[src/rtl/core/cfq_pkg.sv]
// Shared types and codes for the circular FIFO queue.
// Used by every module of the block; depends on nothing.
package cfq_pkg;

   localparam logic [1:0] CMD_ENQ  = 2'd0;
   localparam logic [1:0] CMD_DEQ  = 2'd1;
   localparam logic [1:0] CMD_SHOW = 2'd2;

   localparam logic [1:0] ST_OK        = 2'd0;
   localparam logic [1:0] ST_OVERFLOW  = 2'd1;
   localparam logic [1:0] ST_UNDERFLOW = 2'd2;
   localparam logic [1:0] ST_EMPTY     = 2'd3;

   localparam int OPQ_DEPTH = 2;

   typedef struct packed {
      logic [1:0]         cmd;
      logic signed [31:0] value;
   } req_type;

   typedef struct packed {
      logic [1:0]         status;
      logic signed [31:0] data;
      logic               data_valid;
      logic               last;
   } rsp_type;

   typedef enum logic [1:0] {
      OP_ENQ,
      OP_DEQ,
      OP_SHOW
   } op_kind_type;

   typedef struct packed {
      op_kind_type        kind;
      logic signed [31:0] value;
   } op_type;

   typedef enum logic {
      BK_IDLE,
      BK_SHOW
   } back_state_type;

endpackage

[src/rtl/core/circular_fifo_queue.sv]
// Top level of the circular FIFO queue of signed 32-bit words.
// Instantiates cfq_front, cfq_opq and cfq_back; depends on cfq_pkg.
//
// A request beat is taken when start is high and busy is low. Each result
// beat shows on rsp_item for one cycle with rsp_strobe high, once its
// request has passed the operation queue and the back end's result
// register, and the receiver cannot stall it. Requests pass through a
// two-entry operation queue, so busy rises only when that queue is full.
// Enqueue and dequeue are handled by the back end, which holds the
// storage with one write and one registered read port, so they sustain one
// request per cycle while no display holds the back end. A display walks
// the stored words from head to tail, a beat per word, holding the back
// end; an empty queue gives one ST_EMPTY beat. Command code 3 is dropped.
module circular_fifo_queue import cfq_pkg::*; #(
   parameter int DEPTH = 8
) (
   input  logic    clock,
   input  logic    reset,
   input  logic    start,
   output logic    busy,
   input  req_type req_item,
   output logic    rsp_strobe,
   output rsp_type rsp_item
);

   logic   op_push;
   op_type op_new;
   logic   op_valid;
   op_type op_head;
   logic   op_pop;

   cfq_front u_front (
      .start    (start),
      .busy     (busy),
      .req_item (req_item),
      .op_push  (op_push),
      .op_out   (op_new)
   );

   cfq_opq u_opq (
      .clock    (clock),
      .reset    (reset),
      .op_push  (op_push),
      .op_in    (op_new),
      .op_pop   (op_pop),
      .op_valid (op_valid),
      .op_head  (op_head),
      .full     (busy)
   );

   cfq_back #(
      .DEPTH (DEPTH)
   ) u_back (
      .clock      (clock),
      .reset      (reset),
      .op_valid   (op_valid),
      .op_head    (op_head),
      .op_pop     (op_pop),
      .rsp_strobe (rsp_strobe),
      .rsp_item   (rsp_item)
   );

endmodule

[src/rtl/core/cfq_front.sv]
// Front end of the circular FIFO queue: takes request beats and turns them
// into operations for the back end. Depends on cfq_pkg.
module cfq_front import cfq_pkg::*; (
   input  logic    start,
   input  logic    busy,
   input  req_type req_item,
   output logic    op_push,
   output op_type  op_out
);

   always_comb begin
      op_push      = 1'b0;
      op_out.kind  = OP_ENQ;
      op_out.value = req_item.value;
      case (req_item.cmd)
         CMD_ENQ: begin
            op_push     = start && !busy;
            op_out.kind = OP_ENQ;
         end
         CMD_DEQ: begin
            op_push     = start && !busy;
            op_out.kind = OP_DEQ;
         end
         CMD_SHOW: begin
            op_push     = start && !busy;
            op_out.kind = OP_SHOW;
         end
         default: begin
            op_push = 1'b0;
         end
      endcase
   end

endmodule

[src/rtl/core/cfq_opq.sv]
// Short operation queue between the front and back ends of the circular
// FIFO queue. Depends on cfq_pkg.
module cfq_opq import cfq_pkg::*; (
   input  logic   clock,
   input  logic   reset,
   input  logic   op_push,
   input  op_type op_in,
   input  logic   op_pop,
   output logic   op_valid,
   output op_type op_head,
   output logic   full
);

   localparam int PW = $clog2(OPQ_DEPTH);
   localparam int FW = $clog2(OPQ_DEPTH + 1);

   op_type          slot_ff [OPQ_DEPTH];
   logic [PW-1:0]   wptr_ff;
   logic [PW-1:0]   wptr_in;
   logic [PW-1:0]   rptr_ff;
   logic [PW-1:0]   rptr_in;
   logic [FW-1:0]   fill_ff;
   logic [FW-1:0]   fill_in;
   logic            do_push;
   logic            do_pop;

   assign full     = (fill_ff == FW'(OPQ_DEPTH));
   assign op_valid = (fill_ff != '0);
   assign op_head  = slot_ff[rptr_ff];
   assign do_push  = op_push && !full;
   assign do_pop   = op_pop && op_valid;

   always_comb begin
      wptr_in = wptr_ff;
      rptr_in = rptr_ff;
      fill_in = fill_ff;
      if (do_push) begin
         wptr_in = (wptr_ff == PW'(OPQ_DEPTH - 1)) ? '0 : wptr_ff + 1'b1;
      end
      if (do_pop) begin
         rptr_in = (rptr_ff == PW'(OPQ_DEPTH - 1)) ? '0 : rptr_ff + 1'b1;
      end
      if (do_push && !do_pop) begin
         fill_in = fill_ff + 1'b1;
      end else if (do_pop && !do_push) begin
         fill_in = fill_ff - 1'b1;
      end
   end

   always_ff @(posedge clock) begin
      if (reset) begin
         wptr_ff <= '0;
         rptr_ff <= '0;
         fill_ff <= '0;
      end else begin
         wptr_ff <= wptr_in;
         rptr_ff <= rptr_in;
         fill_ff <= fill_in;
      end
   end

   always_ff @(posedge clock) begin
      if (do_push) begin
         slot_ff[wptr_ff] <= op_in;
      end
   end

endmodule

[src/rtl/core/cfq_back.sv]
// Back end of the circular FIFO queue: word storage, head, tail and count,
// the display walk and the result register. Depends on cfq_pkg.
module cfq_back import cfq_pkg::*; #(
   parameter int DEPTH = 8
) (
   input  logic    clock,
   input  logic    reset,
   input  logic    op_valid,
   input  op_type  op_head,
   output logic    op_pop,
   output logic    rsp_strobe,
   output rsp_type rsp_item
);

   localparam int IW = $clog2(DEPTH);
   localparam int CW = $clog2(DEPTH + 1);
   localparam logic [IW-1:0] LAST_SLOT = IW'(DEPTH - 1);

   logic signed [31:0] mem [DEPTH];
   logic signed [31:0] rd_data_ff;
   logic [IW-1:0]      rd_addr;
   logic               wr_en;

   back_state_type state_ff;
   back_state_type state_in;
   logic [IW-1:0]  head_ff;
   logic [IW-1:0]  head_in;
   logic [IW-1:0]  tail_ff;
   logic [IW-1:0]  tail_in;
   logic [CW-1:0]  count_ff;
   logic [CW-1:0]  count_in;
   logic [IW-1:0]  walk_ff;
   logic [IW-1:0]  walk_in;
   logic [CW-1:0]  left_ff;
   logic [CW-1:0]  left_in;

   logic           res_valid_ff;
   logic           res_valid_in;
   logic [1:0]     res_status_ff;
   logic [1:0]     res_status_in;
   logic           res_dv_ff;
   logic           res_dv_in;
   logic           res_last_ff;
   logic           res_last_in;

   logic           is_full;
   logic           is_empty;

   assign is_full  = (count_ff == CW'(DEPTH));
   assign is_empty = (count_ff == '0);

   always_comb begin
      state_in = state_ff;
      case (state_ff)
         BK_IDLE: begin
            if (op_valid && (op_head.kind == OP_SHOW) && !is_empty) begin
               state_in = BK_SHOW;
            end
         end
         BK_SHOW: begin
            if (left_ff == CW'(1)) begin
               state_in = BK_IDLE;
            end
         end
         default: begin
            state_in = BK_IDLE;
         end
      endcase
   end

   always_comb begin
      op_pop        = 1'b0;
      wr_en         = 1'b0;
      rd_addr       = head_ff;
      head_in       = head_ff;
      tail_in       = tail_ff;
      count_in      = count_ff;
      walk_in       = walk_ff;
      left_in       = left_ff;
      res_valid_in  = 1'b0;
      res_status_in = ST_OK;
      res_dv_in     = 1'b0;
      res_last_in   = 1'b1;
      case (state_ff)
         BK_IDLE: begin
            if (op_valid) begin
               op_pop       = 1'b1;
               res_valid_in = 1'b1;
               case (op_head.kind)
                  OP_ENQ: begin
                     if (is_full) begin
                        res_status_in = ST_OVERFLOW;
                     end else begin
                        wr_en    = 1'b1;
                        tail_in  = (tail_ff == LAST_SLOT) ? '0 : tail_ff + 1'b1;
                        count_in = count_ff + 1'b1;
                     end
                  end
                  OP_DEQ: begin
                     if (is_empty) begin
                        res_status_in = ST_UNDERFLOW;
                     end else begin
                        res_dv_in = 1'b1;
                        head_in   = (head_ff == LAST_SLOT) ? '0 : head_ff + 1'b1;
                        count_in  = count_ff - 1'b1;
                     end
                  end
                  OP_SHOW: begin
                     if (is_empty) begin
                        res_status_in = ST_EMPTY;
                     end else begin
                        res_valid_in = 1'b0;
                        walk_in      = head_ff;
                        left_in      = count_ff;
                     end
                  end
                  default: begin
                     res_valid_in = 1'b0;
                  end
               endcase
            end
         end
         BK_SHOW: begin
            rd_addr      = walk_ff;
            res_valid_in = 1'b1;
            res_dv_in    = 1'b1;
            res_last_in  = (left_ff == CW'(1));
            walk_in      = (walk_ff == LAST_SLOT) ? '0 : walk_ff + 1'b1;
            left_in      = left_ff - 1'b1;
         end
         default: begin
            res_valid_in = 1'b0;
         end
      endcase
   end

   always_ff @(posedge clock) begin
      if (reset) begin
         state_ff     <= BK_IDLE;
         head_ff      <= '0;
         tail_ff      <= '0;
         count_ff     <= '0;
         res_valid_ff <= 1'b0;
      end else begin
         state_ff     <= state_in;
         head_ff      <= head_in;
         tail_ff      <= tail_in;
         count_ff     <= count_in;
         res_valid_ff <= res_valid_in;
      end
   end

   always_ff @(posedge clock) begin
      walk_ff       <= walk_in;
      left_ff       <= left_in;
      res_status_ff <= res_status_in;
      res_dv_ff     <= res_dv_in;
      res_last_ff   <= res_last_in;
   end

   always_ff @(posedge clock) begin
      if (wr_en) begin
         mem[tail_ff] <= op_head.value;
      end
   end

   always_ff @(posedge clock) begin
      rd_data_ff <= mem[rd_addr];
   end

   assign rsp_strobe          = res_valid_ff;
   assign rsp_item.status     = res_status_ff;
   assign rsp_item.data       = res_dv_ff ? rd_data_ff : '0;
   assign rsp_item.data_valid = res_dv_ff;
   assign rsp_item.last       = res_last_ff;

endmodule

[config.mk]
export PLATFORM = sky130hd
export DESIGN_NAME = circular_fifo_queue
export DESIGN_NICKNAME = d
export VERILOG_FILES = /design/src/rtl/core/cfq_pkg.sv /design/src/rtl/core/circular_fifo_queue.sv /design/src/rtl/core/cfq_front.sv /design/src/rtl/core/cfq_opq.sv /design/src/rtl/core/cfq_back.sv
export SDC_FILE = /design/constraint.sdc
export NUM_CORES = 1
export LEC_CHECK = 0
export BUFFER_PORTS_ARGS = -buffer_cell sky130_fd_sc_hd__buf_4
export CAP_MARGIN = 0
export CORE_UTILIZATION = 35
export CTS_CLUSTER_SIZE = 12
export DETAILED_ROUTE_END_ITERATION = 10
export PLACE_DENSITY = 0.51
export SYNTH_ARGS = -nofsm -noshare
export SYNTH_HDL_FRONTEND = slang
export SYNTH_SLANG_ARGS = --single-unit
[constraint.sdc]
create_clock -name clock -period 4.15 [get_ports clock]
set_clock_uncertainty 0.15 [all_clocks]
set_input_delay 0.83 -clock clock [delete_from_list [all_inputs] [get_ports clock]]
set_output_delay 0.83 -clock clock [all_outputs]
set_load 0.01 [all_outputs]
==> results.md, run 1 <==
* Outcome: complete, no violations
* GR Overflow Total at 0
* Required time of the critical path at 4.17 ns
* Proportion of netlist area held by the largest area contributor at 0.6438
* Post-CTS setup-driven buffer insertion count at 0
* Antenna diode count at 0
* Maximum clock insertion buffer count at 3
* Seq/Total Area, Yosys at 0.7125
* Overall die area at 44960 µm²
* Detailed-routed wire length on met3 at 1288 µm
* Wirelength per Cell at 19.53 µm
* Count of input and output buffers at 74
* Number of buffers created by CTS at 42
* Routability-driven placement congestion ratio at 0.7543
* Worst setup EP type: register
* Post-synth ARST share at 0
* Count of vias placed by the detailed router at 8445
* Via count of the first global-routing pass at 8601
* Post-Route M1 WL at 15180 µm
* Final WL at 33420 µm
* Vias per inst at 4.936
* Highest fanout seen on the critical path at 32
* Initial core utilization at 0.3569
* Top Layer Used: met4
* Row count at 76
* Total met2 wirelength after detailed routing at 16190 µm
* Hold path start: req_item[23]
* Ordered cell list for the critical path: mux2_2 -> nor4_4 -> nand2_1 -> nor3_2 -> buf_4
* Area grow syn2layout at 17.01%
* H-tree Lvls at 2
* Hold Path Class: primary input to register
* Worst Tran Pin Value at 1.007 ns
* Fraction of layout instances using a drive strength above 1 at 0.2185
* Number of instances resized during post-cts repair at 0
* Max Freq at 0.3241 GHz
* Starting DRC count in detailed routing at 345
* Hold violation count in the final report at 0
* Post-synthesis register bit count at 384
* Global-route wire length before repair at 51170 µm
* Sink Count at 384
* Number of inserted filler cells in the final layout at 3960
* Post-layout utilization of the core at 0.4176
* Post-synth top flop: edfxtp_1
* CTS tree: built
* Leading cell types by total area after synthesis: edfxtp_1, dfxtp_1, nor2b_1, mux4_2, o22ai_1
* Final worst slack at 1.064 ns
* Post-DP HPWL at 20660 µm
* Max stage delay cell, worst path: dfxtp_2
* Critical path class: register to register
* Clock edge transition at the registers on the reported setup and hold paths at 0.06 ns
* Buf+Inv Stages, Crit Path at 1
* Mean area per synthesized cell at 15.36 µm²
* Pre-CTS WS at 0.9992 ns
* Crit start category: register
* Cell family with most CP delay: simple AND/OR/NAND/NOR gates
* Later-pin clock latency in the skew report at 0.55 ns
* Total standard cell area after synthesis at 15440 µm²
* Root Buffer Master: clkbuf_16
* Number of design rule violations left after detail routing at 0
* Power per cell area at 550.0 nW/µm²
* Reported leakage power at 0.006152 µW
* Post-synthesis cell type count at 47
* Total nets after synthesis at 1052
* Max stage delay on crit path at 0.64 ns
* Die outline width at 212.0 µm
* Number of antenna-violating nets in the routed design at 0
* Signal arrival time at the worst endpoint at 3.11 ns
* Number of warnings reported in the yosys synthesis log at 0
* Post-Route Setup TNS at 0 ns
* Peak ir drop on the vdd network at 0.0002463 V
* Pin count of the biggest net entering global routing at 66
* Yosys top cell by area: edfxtp_1
* Max_cap viols at 0
* Cells after synthesis at 1005
* Final layout net count at 1142
* Max Transition Viols Final at 0
* EDFF count, synth at 331
* Drt first pass iters at 5
* Initial antenna violation count at 0
* Number of top-level design ports at 75
* Final critical path time including I/O delays and setup at 3.086 ns
* All-layer global routing usage at 0.1511
* Setup repair after global routing missed its margin: no
* Die H at 212.0 µm
* Crit share post-route at 0.7436
* Total setup violations reported at the end of the flow at 0
* Placeable core region at 43270 µm²
* Post-CTS Hold Buffers at 0
* Register-to-Register Setup Slack at 1.06 ns
* Slew headroom at 0.3279
worst paths after layout:
kind,to,depth (start not counted)
min,u_opq.slot_ff[1][23],1
max reg2reg,u_back.mem[1][14],5
min reg2reg,u_opq.rptr_ff,2
max,u_back.mem[1][14],5
cell usage in the layout, fill, tap and decap left out, types with 33 or more instances in the layout:
| cell | count |
|---|---|
| edfxtp_1 | 331 |
| nor2b_1 | 134 |
| buf_4 | 102 |
| o22ai_1 | 64 |
| dfxtp_1 | 52 |
| nor2_1 | 50 |
| clkbuf_16 | 42 |
| o21ai_0 | 39 |
| and2_1 | 33 |
| mux2_2 | 33 |
per-stage QoR:
| stage | cell area (µm²) | std cells | hold slack (ns) | total power (µW) |
|---|---|---|---|---|
| 6_report | 18070 | 1711 | 0.3158 | 9936 |
| 2_1_floorplan | 15440 | 1005 | 0.3215 | 6028 |
| 5_1_grt | 18070 | 1711 | 0.2981 | 10380 |
| 3_5_place_dp | 16800 | 1636 | 0.3400 | 6612 |
| 4_1_cts | 18070 | 1711 | 0.2917 | 10090 |
| 3_3_place_gp | 16800 | 1636 | 0.3380 | 6601 |
Yosys cell counts, drive strengths merged, types with 3 or more instances:
library cell	number
edfxtp	331
dfxtp	53
or3	3
nand3	5
a21oi	14
a22oi	32
mux2i	6
mux2	37
nand2	16
nor2b	135
ha	10
nor4	3
nor2	58
clkbuf	41
nand2b	8
a31oi	32
o21ai	40
and2	34
xnor2	4
mux4	32
inv	5
xor2	4
o22ai	64
buf	18
nor3	5
cell type report:
cell class	count	area, µm²	share of cell area
Clock buffer	61	1152	0.06379
Clock inverter	14	112.6	0.006233
Inverter	5	18.77	0.001039
Multi-Input combinational cell	557	4223	0.2337
Sequential cell	384	11000	0.6090
Tap cell	585	732.0	0.04052
Timing Repair Buffer	105	825.8	0.04571
state kept, by name, indices dropped and copies added (netlist names), named ones only:
name / count
u_back.state_ff: 1
u_opq.rptr_ff: 1
u_back.res_dv_ff: 1
u_opq.slot_ff: 68
u_back.mem: 256
u_back.res_status_ff: 2
u_back.walk_ff: 3
u_opq.fill_ff: 2
u_back.rsp_strobe: 1
u_back.left_ff: 4
u_back.res_last_ff: 1
u_back.tail_ff: 3
u_back.rd_data_ff: 32
u_back.head_ff: 3
u_back.count_ff: 4
u_opq.wptr_ff: 1
per-layer routing:
layer | GRT usage | vias to the layer above
met5 | 0 | -
met4 | 0.04773 | 0
met3 | 0.02614 | 47
met2 | 0.2542 | 137
met1 | 0.1983 | 4239
li1 | - | 4022
where the power goes:
part           leakage (µW)  switching (µW)  internal [µW]
clock network      0.000618            1450           1990
logic               0.00209             930            651
registers           0.00344             161           4750
total               0.00615            2540           7390
cell families (layout without fill, tap and decap cells):
logic type      count (synthesis)  after routing  synth area share
fa+ha+maj                      10             10          0.008104
flops                         384            384            0.7125
mux                            75             75           0.07885
simple gates                  277            277            0.1023
compound gates                187            187           0.07455
buf+inv                        64            185           0.01912
xor+xnor                        8              8          0.004538
(Power assumes the default switching activity.)
==> run 2, diff against run 1 <==
--- a/config.mk
+++ b/config.mk
@@ -5,12 +5,13 @@
 export SDC_FILE = /design/constraint.sdc
 export NUM_CORES = 1
 export LEC_CHECK = 0
+export ABC_AREA = 1
 export BUFFER_PORTS_ARGS = -buffer_cell sky130_fd_sc_hd__buf_4
 export CAP_MARGIN = 0
 export CORE_UTILIZATION = 35
 export CTS_CLUSTER_SIZE = 12
 export DETAILED_ROUTE_END_ITERATION = 10
-export PLACE_DENSITY = 0.51
+export PLACE_DENSITY = 0.49
 export SYNTH_ARGS = -nofsm -noshare
 export SYNTH_HDL_FRONTEND = slang
 export SYNTH_SLANG_ARGS = --single-unit
==> constraint.sdc (replaced) <==
create_clock -name clock -period 3.03 [get_ports clock]
set_clock_uncertainty 0.15 [all_clocks]
set_input_delay 0.606 -clock clock [delete_from_list [all_inputs] [get_ports clock]]
set_output_delay 0.606 -clock clock [all_outputs]
set_load 0.01 [all_outputs]
==> run 2 against run 1 <==
  * Global-route usage grew 0.62 points
  * Flip-flop and latch count is the same
  * Synthesized area shrank 0.49%
  * Register-to-register slack lost 0.56 ns
  * Routed wire length grew 3.7%
  * Cell count grew 15%
  * Critical endpoint is now u_back.mem[5][1]
  * Largest cell class unchanged
  * Largest power group unchanged
  * Highest routed layer unchanged
==> results.md, run 2 <==
* Outcome: complete, no violations
* Final-layout worst hold slack at 0.09053 ns
* Pre-CTS WS at 0.4809 ns
* Count of vias placed by the detailed router at 9297
* Worst Tran Pin Value at 0.8592 ns
* Post-layout utilization of the core at 0.4153
* Number of buffers created by CTS at 42
* Proportion of netlist area held by the largest area contributor at 0.6470
* Power per cell area at 900.4 nW/µm²
* Tot Pwr at 16140 µW
* Buf+Inv Stages, Crit Path at 4
* Most used cells in the layout excluding fill and tap cells: edfxtp_1, nand2_1, inv_1
* Max stage delay cell, worst path: dfxtp_1
* Routability-driven placement congestion ratio at 0.7655
* Setup repair after global routing missed its margin: no
* Max Freq at 0.3953 GHz
* Peak ir drop on the vdd network at 0.0003700 V
* Post-DP HPWL at 19440 µm
* Mean area per synthesized cell at 11.99 µm²
* Final WL at 34660 µm
* Placeable core region at 43170 µm²
* Post-synth top flop: edfxtp_1
* Most frequently used cell type in the post-synthesis netlist: edfxtp_1
* Total nets after synthesis at 1328
* Global-route wire length before repair at 53030 µm
* Critical path class: register to register
* Cell family with most CP delay: simple AND/OR/NAND/NOR gates
* Leading cell types by total area after synthesis: edfxtp_1, nand2_1, dfxtp_1, inv_1, o21ai_1
* Post-synthesis cell type count at 41
* Ordered cell list for the critical path: inv_8 -> nand2_1 -> inv_2 -> nand3_2 -> inv_1 -> nand2_1 -> nor2_4 -> buf_12
* Root Buffer Master: clkbuf_16
* All-layer global routing usage at 0.1573
* Initial core utilization at 0.3559
* CTS tree: built
* Via count of the first global-routing pass at 8911
* Slew headroom at 0.4263
* Max_cap viols at 0
* Number of warnings reported in the yosys synthesis log at 0
* Final critical path time including I/O delays and setup at 2.530 ns
* Max Transition Viols Final at 0
* Signal arrival time at the worst endpoint at 2.61 ns
* Commonest cells in the netlist: edfxtp_1, nand2_1, inv_1
* Die outline width at 211.5 µm
* Sink Count at 384
* Max stage delay on crit path at 0.46 ns
* Hold Path Class: primary input to register
* Starting DRC count in detailed routing at 560
* Post-Route Setup TNS at 0 ns
* Reported leakage power at 0.006746 µW
* Wirelength per Cell at 17.61 µm
* EDFF count, synth at 331
* Biggest register: u_back.mem
* Highest fanout seen on the critical path at 24
* Seq/Total Area, Yosys at 0.7160
* Final layout net count at 1397
* Post-synth ARST share at 0
* Maximum clock insertion buffer count at 3
* Total standard cell area after synthesis at 15360 µm²
* Crit start category: register
* Post-synthesis register bit count at 384
* H-tree Lvls at 2
* Count of input and output buffers at 74
* Number of antenna-violating nets in the routed design at 0
* Area grow syn2layout at 16.69%
* Total setup violations reported at the end of the flow at 0
* Number of flip-flops under the largest register name at 256
* Cells after synthesis at 1281
* Number of instances resized during post-cts repair at 0
* Biggest regs: u_back.mem x256, u_opq.slot_ff x68, u_back.rd_data_ff x32
* Overall die area at 44740 µm²
* Required time of the critical path at 3.11 ns
* Clock edge transition at the registers on the reported setup and hold paths at 0.06 ns
* GR Overflow Total at 0
* Most used cell along the critical path: nand2_1
* Fraction of layout instances using a drive strength above 1 at 0.1396
* Row count at 76
* Register-to-Register Setup Slack at 0.50 ns
* Post-CTS Hold Buffers at 0
* Vias per inst at 4.724
* Number of design rule violations left after detail routing at 0
* Most common library cell in the layout ignoring fill and taps: edfxtp_1
* Die H at 211.5 µm
* Number of top-level design ports at 75
* Hold violation count in the final report at 0
* Post-CTS setup-driven buffer insertion count at 0
* Yosys top cell by area: edfxtp_1
* Crit share post-route at 0.8350
* Worst setup EP type: register
* Final worst slack at 0.5000 ns
* Drt first pass iters at 5
* Initial antenna violation count at 0
* Later-pin clock latency in the skew report at 0.54 ns
* Pin count of the biggest net entering global routing at 65
* Antenna diode count at 0
[run 2: final cells by class]
cell class / instances / area (µm²)
clock inverter: 15 / 166.4
multi-input combinational: 698 / 3480
fill: 4086 / 25240
clock buffer: 62 / 1186
inverter: 127 / 484.2
tap: 585 / 732.0
timing repair buffer: 97 / 878.3
sequential: 384 / 11000
[run 2: final timing paths]
| check | from | end | cells past startpoint |
|---|---|---|---|
| max | u_back.state_ff | u_back.mem[5][1] | 8 |
| min | req_item[15] | u_opq.slot_ff[0][15] | 1 |
| max reg2reg | u_back.state_ff | u_back.mem[5][1] | 8 |
| min reg2reg | u_opq.rptr_ff | u_opq.rptr_ff | 1 |
[run 2: stage by stage]
| stage | area [µm²] | std cells |
|---|---|---|
| 2_1_floorplan | 15370 | 1281 |
| 3_3_place_gp | 16570 | 1891 |
| 3_5_place_dp | 16570 | 1891 |
| 4_1_cts | 17930 | 1968 |
| 5_1_grt | 17930 | 1968 |
| 6_report | 17930 | 1968 |
[run 2: layer usage]
layer / global-route usage / up-vias / share of wire / wire, µm
li1: - / 4619 / - / -
met1: 0.2120 / 4453 / 0.46 / 15840
met3: 0.02522 / 54 / 0.042 / 1454
met4: 0.04573 / 0 / 0.021 / 716
met5: 0 / - / 0 / 0
met2: 0.2615 / 171 / 0.48 / 16640
[run 2: cells by family after synthesis]
logic type / synth area share
xor gates and xnor gates: 0.001140
adders and majority gates: 0.008144
buffers and inverters: 0.06255
AOI/OAI and AO/OA: 0.1052
and+or+nand+nor: 0.1069
DFF: 0.7160
[run 2: report_power, final]
part           total, µW  internal, µW  switching, µW
Sequential          7180          6900            284
Clock               4980          2970           2010
Combinational       3980          1210           2770
Total              16100         11100           5060
